<file path="config.mk">
export PLATFORM = sky130hd
export DESIGN_NAME = sprite_slot_multiplexer_core_flat
export DESIGN_NICKNAME = d
export VERILOG_FILES = /design/src/hw/rtl/ssm_pkg.sv /design/src/hw/rtl/ssm_if.sv /design/src/hw/rtl/sprite_slot_multiplexer_core.sv /design/src/hw/rtl/ssm_front.sv /design/src/hw/rtl/ssm_back.sv /design/src/flat_wrapper.sv
export SDC_FILE = /design/constraint.sdc
export NUM_CORES = 1
export LEC_CHECK = 0
export BUFFER_PORTS_ARGS = -buffer_cell sky130_fd_sc_hd__clkbuf_2
export CORE_AREA = 4 4 283 285
export CTS_BUF_LIST = sky130_fd_sc_hd__clkbuf_4
export DETAILED_ROUTE_END_ITERATION = 12
export DIE_AREA = 0 0 287 289
export PLACE_DENSITY = 0.49
export REMOVE_ABC_BUFFERS = 1
export SLEW_MARGIN = 20
export SYNTH_ARGS = -nofsm -noshare
export SYNTH_HDL_FRONTEND = slang
export SYNTH_SLANG_ARGS = --single-unit
</file>
<file path="constraint.sdc">
create_clock -name clk -period 19.9 [get_ports clk]
set_clock_uncertainty 0.1 [all_clocks]
set_input_delay 2.985 -clock clk [delete_from_list [all_inputs] [get_ports clk]]
set_output_delay 2.985 -clock clk [all_outputs]
set_load 0.05 [all_outputs]
</file>
<file path="src/hw/rtl/ssm_pkg.sv">
// Shared types and constants of the sprite slot multiplexer.
package ssm_pkg;

  localparam int POS_W = 16;
  localparam int OFF_W = 16;
  localparam int SLOT_IDX_W = 3;
  localparam int NSLOT_W = 4;
  localparam int HEIGHT_W = 8;
  localparam int PADDR_W = 3;
  localparam int PDATA_W = 32;

  localparam logic OP_PLACE = 1'b0;
  localparam logic OP_FINISH = 1'b1;

  localparam logic REG_ACTIVE_SLOTS = 1'b0;
  localparam logic REG_SPRITE_HEIGHT = 1'b1;

  localparam logic [NSLOT_W-1:0] ACTIVE_SLOTS_RST = 4'd8;
  localparam logic [HEIGHT_W-1:0] SPRITE_HEIGHT_RST = 8'd16;

  typedef struct packed {
    logic [NSLOT_W-1:0] active_slots;
    logic [HEIGHT_W-1:0] sprite_height;
  } cfg_t;

  typedef struct packed {
    logic finish;
    logic [POS_W-1:0] pos;
  } req_t;

endpackage

</file>
<file path="src/hw/rtl/ssm_if.sv">
// Request and result channel interfaces of the sprite slot multiplexer.
interface ssm_in_if;
  logic valid;
  logic ready;
  logic opcode;
  logic [15:0] position_word;

  modport source (output valid, output opcode, output position_word, input ready);
  modport sink (input valid, input opcode, input position_word, output ready);
endinterface

interface ssm_out_if;
  logic valid;
  logic ready;
  logic [2:0] slot_index;
  logic [15:0] word_offset;
  logic [15:0] data_word;
  logic last;

  modport source (output valid, output slot_index, output word_offset, output data_word,
                  output last, input ready);
  modport sink (input valid, input slot_index, input word_offset, input data_word,
                input last, output ready);
endinterface

</file>
<file path="src/hw/rtl/sprite_slot_multiplexer_core.sv">
// Top level of the sprite slot multiplexer: register port, front and back ends.
//
// Usage: each request on "items" carries an opcode and a packed position
// word (Y high byte, X low byte). A place request picks the active slot
// with the lowest free line (lowest index on a tie) and, if that line is
// not past the position, yields two writes on "results": the position word
// and the end word; otherwise it yields nothing. A finish request yields two
// zero words per active slot and clears all slot state. "last" marks the
// final write of each request.
// A request passes through the two-entry queue and the output register
// before its first write appears. The back-end sequencer and its single
// output register take a new request only once all writes of the previous
// one are loaded; a finish covers each effective slot (active_slots held
// to 1..MAX_SLOTS). Requests queue in two entries, so the front accepts
// until both are full; a stall holds the output register and the sequencer.
// Reset: slot state clears, active_slots = 8, sprite_height = 16.
// Registers: active_slots at byte 0, sprite_height at byte 4.
module sprite_slot_multiplexer_core
  import ssm_pkg::*;
#(
  parameter int MAX_SLOTS = 8
) (
  input  logic               clk,
  input  logic               rst,
  ssm_in_if.sink             items,
  ssm_out_if.source          results,
  input  logic               psel,
  input  logic               penable,
  input  logic               pwrite,
  input  logic [PADDR_W-1:0] paddr,
  input  logic [PDATA_W-1:0] pwdata,
  output logic [PDATA_W-1:0] prdata,
  output logic               pready
);

  cfg_t cfg;
  logic q_valid;
  req_t q_req;
  logic q_pop;
  logic reg_sel;

  assign pready  = 1'b1;
  assign reg_sel = paddr[2];

  // Register writes complete on the access phase.
  always_ff @(posedge clk) begin
    if (rst) begin
      cfg.active_slots  <= ACTIVE_SLOTS_RST;
      cfg.sprite_height <= SPRITE_HEIGHT_RST;
    end else if (psel && penable && pwrite && pready) begin
      case (reg_sel)
        REG_ACTIVE_SLOTS:  cfg.active_slots  <= pwdata[NSLOT_W-1:0];
        REG_SPRITE_HEIGHT: cfg.sprite_height <= pwdata[HEIGHT_W-1:0];
        default: ;
      endcase
    end
  end

  always_comb begin
    case (reg_sel)
      REG_ACTIVE_SLOTS:  prdata = PDATA_W'(cfg.active_slots);
      REG_SPRITE_HEIGHT: prdata = PDATA_W'(cfg.sprite_height);
      default:           prdata = '0;
    endcase
  end

  ssm_front u_front (
    .clk     (clk),
    .rst     (rst),
    .items   (items),
    .q_valid (q_valid),
    .q_req   (q_req),
    .q_pop   (q_pop)
  );

  ssm_back #(
    .MAX_SLOTS (MAX_SLOTS)
  ) u_back (
    .clk     (clk),
    .rst     (rst),
    .cfg     (cfg),
    .q_valid (q_valid),
    .q_req   (q_req),
    .q_pop   (q_pop),
    .results (results)
  );

endmodule

</file>
<file path="src/hw/rtl/ssm_front.sv">
// Front end: accept requests, classify them and hold them in a two-entry queue.
module ssm_front
  import ssm_pkg::*;
(
  input  logic         clk,
  input  logic         rst,
  ssm_in_if.sink       items,
  output logic         q_valid,
  output req_t         q_req,
  input  logic         q_pop
);

  req_t       mem [2];
  logic       wr_ptr;
  logic       rd_ptr;
  logic [1:0] count;
  logic       push;

  assign items.ready = (count != 2'd2);
  assign push        = items.valid && items.ready;
  assign q_valid     = (count != 2'd0);
  assign q_req       = mem[rd_ptr];

  always_ff @(posedge clk) begin
    if (push) begin
      mem[wr_ptr].finish <= (items.opcode == OP_FINISH);
      mem[wr_ptr].pos    <= items.position_word;
    end
  end

  always_ff @(posedge clk) begin
    if (rst) begin
      wr_ptr <= 1'b0;
      rd_ptr <= 1'b0;
      count  <= 2'd0;
    end else begin
      if (push) wr_ptr <= ~wr_ptr;
      if (q_pop) rd_ptr <= ~rd_ptr;
      if (push && !q_pop) count <= count + 2'd1;
      else if (!push && q_pop) count <= count - 2'd1;
    end
  end

endmodule

</file>
<file path="src/hw/rtl/ssm_back.sv">
// Back end: slot choice, slot state and the registered write stream.
module ssm_back
  import ssm_pkg::*;
#(
  parameter int MAX_SLOTS = 8
) (
  input  logic         clk,
  input  logic         rst,
  input  cfg_t         cfg,
  input  logic         q_valid,
  input  req_t         q_req,
  output logic         q_pop,
  ssm_out_if.source    results
);

  localparam int SW = (MAX_SLOTS > 1) ? $clog2(MAX_SLOTS) : 1;

  localparam logic [1:0] ST_PICK = 2'd0;
  localparam logic [1:0] ST_END  = 2'd1;
  localparam logic [1:0] ST_FIN  = 2'd2;

  logic [1:0]            state;
  logic [POS_W-1:0]      free_line    [MAX_SLOTS];
  logic [OFF_W-1:0]      write_offset [MAX_SLOTS];

  logic                  out_valid;
  logic [SLOT_IDX_W-1:0] out_slot;
  logic [OFF_W-1:0]      out_off;
  logic [POS_W-1:0]      out_data;
  logic                  out_last;

  logic [SW-1:0]         cur_slot;
  logic [POS_W-1:0]      end_word;
  logic [SW-1:0]         fin_slot;
  logic                  fin_half;

  logic [NSLOT_W-1:0]    n_eff;
  logic [SW-1:0]         last_slot;
  logic [SW-1:0]         best;
  logic [POS_W-1:0]      best_line;
  logic                  can_load;
  logic [7:0]            end_y;
  logic                  fin_last;

  always_comb begin
    n_eff = cfg.active_slots;
    if (n_eff > NSLOT_W'(MAX_SLOTS)) n_eff = NSLOT_W'(MAX_SLOTS);
    if (n_eff == '0) n_eff = NSLOT_W'(1);
    last_slot = SW'(n_eff - NSLOT_W'(1));
  end

  // Lowest free line among active slots, lowest index on a tie.
  always_comb begin
    best      = '0;
    best_line = free_line[0];
    for (int s = 1; s < MAX_SLOTS; s++) begin
      if ((NSLOT_W'(s) < n_eff) && (free_line[s] < best_line)) begin
        best      = SW'(s);
        best_line = free_line[s];
      end
    end
  end

  assign can_load = !out_valid || results.ready;
  assign q_pop    = (state == ST_PICK) && q_valid && can_load;
  assign end_y    = q_req.pos[15:8] + cfg.sprite_height;
  assign fin_last = fin_half && (fin_slot == last_slot);

  assign results.valid       = out_valid;
  assign results.slot_index  = out_slot;
  assign results.word_offset = out_off;
  assign results.data_word   = out_data;
  assign results.last        = out_last;

  always_ff @(posedge clk) begin
    if (rst) begin
      state     <= ST_PICK;
      out_valid <= 1'b0;
      fin_slot  <= '0;
      fin_half  <= 1'b0;
      for (int s = 0; s < MAX_SLOTS; s++) begin
        free_line[s]    <= '0;
        write_offset[s] <= '0;
      end
    end else begin
      if (out_valid && results.ready) out_valid <= 1'b0;
      case (state)
        ST_PICK: begin
          if (q_pop) begin
            if (q_req.finish) begin
              out_valid <= 1'b1;
              out_slot  <= '0;
              out_off   <= write_offset[0];
              out_data  <= '0;
              out_last  <= 1'b0;
              fin_slot  <= '0;
              fin_half  <= 1'b1;
              state     <= ST_FIN;
            end else if (best_line <= q_req.pos) begin
              out_valid <= 1'b1;
              out_slot  <= SLOT_IDX_W'(best);
              out_off   <= write_offset[best];
              out_data  <= q_req.pos;
              out_last  <= 1'b0;
              cur_slot  <= best;
              end_word  <= {end_y, 8'h00};
              state     <= ST_END;
            end
          end
        end
        ST_END: begin
          if (can_load) begin
            out_valid <= 1'b1;
            out_slot  <= SLOT_IDX_W'(cur_slot);
            out_off   <= write_offset[cur_slot] + OFF_W'(1);
            out_data  <= end_word;
            out_last  <= 1'b1;
            free_line[cur_slot]    <= end_word + {8'h01, 8'h00};
            write_offset[cur_slot] <= write_offset[cur_slot]
                                      + OFF_W'({cfg.sprite_height, 1'b0}) + OFF_W'(2);
            state     <= ST_PICK;
          end
        end
        ST_FIN: begin
          if (can_load) begin
            out_valid <= 1'b1;
            out_slot  <= SLOT_IDX_W'(fin_slot);
            out_off   <= write_offset[fin_slot] + OFF_W'(fin_half);
            out_data  <= '0;
            out_last  <= fin_last;
            if (fin_last) begin
              for (int s = 0; s < MAX_SLOTS; s++) begin
                free_line[s]    <= '0;
                write_offset[s] <= '0;
              end
              state <= ST_PICK;
            end else if (fin_half) begin
              fin_slot <= fin_slot + SW'(1);
              fin_half <= 1'b0;
            end else begin
              fin_half <= 1'b1;
            end
          end
        end
        default: state <= ST_PICK;
      endcase
    end
  end

endmodule
</file>
<file path="src/flat_wrapper.sv">
// flat-port wrapper written by rule: the top's interface ports become plain ports
module sprite_slot_multiplexer_core_flat import ssm_pkg::*;
#(
  parameter int MAX_SLOTS = 8
)
  (clk, rst, psel, penable, pwrite, paddr, pwdata, prdata, pready, items_valid, items_opcode, items_position_word, items_ready, results_valid, results_slot_index, results_word_offset, results_data_word, results_last, results_ready);
  ssm_in_if items_i ();
  ssm_out_if results_i ();
  input  logic clk;
  input  logic rst;
  input  logic psel;
  input  logic penable;
  input  logic pwrite;
  input  logic [PADDR_W-1:0] paddr;
  input  logic [PDATA_W-1:0] pwdata;
  output logic [PDATA_W-1:0] prdata;
  output logic pready;
  input wire logic [$bits(items_i.valid)-1:0] items_valid;
  input wire logic [$bits(items_i.opcode)-1:0] items_opcode;
  input wire logic [$bits(items_i.position_word)-1:0] items_position_word;
  output wire logic [$bits(items_i.ready)-1:0] items_ready;
  output wire logic [$bits(results_i.valid)-1:0] results_valid;
  output wire logic [$bits(results_i.slot_index)-1:0] results_slot_index;
  output wire logic [$bits(results_i.word_offset)-1:0] results_word_offset;
  output wire logic [$bits(results_i.data_word)-1:0] results_data_word;
  output wire logic [$bits(results_i.last)-1:0] results_last;
  input wire logic [$bits(results_i.ready)-1:0] results_ready;
  assign items_i.valid = items_valid;
  assign items_i.opcode = items_opcode;
  assign items_i.position_word = items_position_word;
  assign items_ready = items_i.ready;
  assign results_valid = results_i.valid;
  assign results_slot_index = results_i.slot_index;
  assign results_word_offset = results_i.word_offset;
  assign results_data_word = results_i.data_word;
  assign results_last = results_i.last;
  assign results_i.ready = results_ready;
  sprite_slot_multiplexer_core #(.MAX_SLOTS(MAX_SLOTS)) u_core (.clk(clk), .rst(rst), .items(items_i), .results(results_i), .psel(psel), .penable(penable), .pwrite(pwrite), .paddr(paddr), .pwdata(pwdata), .prdata(prdata), .pready(pready));
endmodule
</file>
==> out/qor.yml <==
die_area_um2: 82900
die_y_um: 289
root_buffer: "clkbuf_4"
fin_crit_ns: 17.64
numCtsBuffers: 88
holdPathStages: 2
ctsResizeCount: 0
vias: 13900
seq_area_um2: 8800
worstHoldStart: "u_core.u_front.rd_ptr"
start_util_pct: 23.8
gp_congestion: 0.814
drc_errors: 0
drt-wirelength-per-cell_um: 20.8
reg2reg_from: "u_core.u_back.free_line[0][9]"
layout-area-overhead-vs-synth_pct: 13.8
cts_tree: "built"
synth_edf_count: 273
cp-end-kind: "flip-flop"
fin_nets: 1904
layout_commonest_cell: "nor2_1"
firstDrtPassIters: 6
nFillCells: 8189
fmax_ghz: 0.0567
critPathLaunchType: "flip-flop"
grt_pass1_wl_um: 87500
io_pins: 130
synth.distinct_cells: 80
drv_slew: 0
grt_max_degree: 42
drtIter0Drc: 1095
clkTransAtPathRegs_ns: 0.06
cp_max_fo: 16
synth.avg_cell_area_um2: 11.1
slew_headroom_pct: 22.5
ant_nets: 0
grt_setup_unrepaired: "false"
synth_seq_area_share_pct: 47.8
tns_ns: 0
antenna_found_initial: 1
arrival_ns: 18.01
peakVddDrop_mv: 0.0791
clk_path_buf_depth: 3
hpwl_um: 38100
finalSetupViolations: 0
std_cell_rows: 102
r2r-end: "u_core.u_back.end_word[9]"
power.density_nw_per_um2: 125
worst_slew_pin_slew_ns: 1.13
final_cell_mix: "274 x nor2_1, 273 x edfxtp_1, 129 x clkbuf_4"
h-tree-depth: 3
ctsHoldBuffers: 0
grt_pass1_vias: 14200
period_share_pct: 88.7
cp_slowest_stage_delay_ns: 0.70
slowest_stage: "and3_1"
overflow: 0
async_flop_share_pct: 0
portBuffers: 78
track_usage_pct: 14.1
core-area_um2: 77300
multiInputGateArea_um2: 8840
post-cts-setup-buffers: 0
rr_worst_depth: 71
place_area_um2: 19800
clock-sinks: 303
die_w_um: 287
holdCritPathClass: "flip-flop to flip-flop"
synth_warnings: 0
synth_area_um2: 18400
synthFlopType: "edfxtp_1"
viasPerCell: 4.84
status: "finished, final reports clean"
netlist_instances: 1661
crit_required_ns: 20.27
drive_gt1_share_pct: 20.0
worstSetupPathType: "flip-flop to flip-flop"
wl_um: 59600
synth_seq_cells: 303
reg2reg_slack_ns: 2.26
worstSkewPairLatency_ns: 0.85
final_area_um2: 21000
max_cap_viol_count: 0
hold_violations: 0
p_leak_nw: 7.99
[worst max path at each step]
stage,startpoint,to,slack [ns]
CTS,u_core.u_back.free_line[0][9],u_core.u_back.end_word[9],2.31
global route,u_core.u_back.free_line[0][9],u_core.u_back.end_word[9],0.45
finish,u_core.u_back.free_line[0][9],u_core.u_back.end_word[9],2.26
floorplan,u_core.u_back.free_line[0][9],u_core.u_back.results.data_word[0],2.23
detailed placement,u_core.u_back.free_line[0][9],u_core.u_back.end_word[8],2.37
global placement,u_core.u_back.free_line[0][9],u_core.u_back.end_word[8],2.77
[stage by stage]
| step | worst slack, ns | hold WS [ns] | total power [mW] | instances | utilization, % |
|---|---|---|---|---|---|
| 2_1_floorplan | 2.23 | 0.357 | 1.65 | 1571 | - |
| 3_3_place_gp | 2.77 | 0.391 | 2.02 | 2709 | 25.6 |
| 3_5_place_dp | 2.37 | 0.388 | 2.04 | 2709 | 25.6 |
| 4_1_cts | 2.31 | 0.405 | 2.65 | 2863 | 27.1 |
| 5_1_grt | 0.446 | 0.434 | 2.78 | 2865 | 27.1 |
| 6_report | 2.26 | 0.400 | 2.62 | 2865 | 27.1 |
[where the power goes]
part | leakage, nW | switching, mW | internal, mW
clock network | 0.661 | 0.288 | 0.311
logic | 4.34 | 0.816 | 0.359
registers | 2.99 | 0.0453 | 0.805
total | 7.99 | 1.15 | 1.47
[Yosys cell counts (13+ instances only)]
cell type    n  area share [%]
nor2_1     274             5.6
edfxtp_1   273              44
nand2_1    111             2.3
mux2i_1    105             5.7
inv_1       92             1.9
ha_1        84             5.7
mux4_2      64             7.8
a21oi_1     62             1.7
o21ai_0     62             1.7
clkbuf_1    59             1.2
xnor2_1     39             1.9
dfxtp_1     30             3.3
nand3_1     29            0.79
buf_4       26             1.1
o211ai_1    25             1.0
xor2_1      21             1.0
nor3_1      19            0.52
mux2_2      18             1.1
nand2b_1    14            0.48
a211oi_1    13            0.53
buf_2       13            0.35
[routing by layer]
| layer | GRT usage, % | up-vias | wire (µm) |
|---|---|---|---|
| met5 | 0 | - | 0 |
| met4 | 5.14 | 0 | 1620 |
| met3 | 3.39 | 125 | 5080 |
| met2 | 22.2 | 629 | 26900 |
| met1 | 18.8 | 6816 | 26100 |
| li1 | - | 6310 | - |
[cell families (layout without fill, tap and decap cells)]
family          count (synthesis)  count (layout)  synth area share (%)
xor+xnor                       60              60                  2.85
mux                           193             193                  15.1
fa+ha+maj                      89              89                  6.09
other cells                     2              27                0.0408
flops                         303             303                  47.8
buf+inv                       208             347                  5.13
simple gates                  532             532                  12.8
compound gates                274             274                  10.3
[final cells by class]
cell class,count,area share (%)
sequential,303,42.0
multi-input combinational,1173,42.2
antenna,2,0.0239
inverter,95,1.72
clock inverter,25,0.710
clock buffer,129,4.62
timing repair buffer,98,2.58
tap,1040,6.21
[worst max-delay path: cells and delay by family (launching register included)]
kind            cells  cell delay [ns]
compound gates     26             6.37
buf+inv             7             1.36
mux                 3             0.83
flops               1             0.42
fa+ha+maj           8             2.35
simple gates       27             5.84
[state kept, by name, summed over array words and instances (netlist names), 2 cells and up, named ones only]
| register | flops |
|---|---|
| u_core.u_front.count | 2 |
| u_core.u_back.results.data_word | 16 |
| u_core.u_back.write_offset | 128 |
| u_core.u_front.mem | 34 |
| u_core.u_back.results.word_offset | 16 |
| u_core.u_back.state | 2 |
| u_core.u_back.results.slot_index | 3 |
| u_core.u_back.free_line | 64 |
| u_core.u_back.end_word | 8 |
| u_core.u_back.fin_slot | 3 |
| u_core.u_back.cur_slot | 3 |
| u_core.cfg | 12 |
Power figures use the tool's default switching activity.
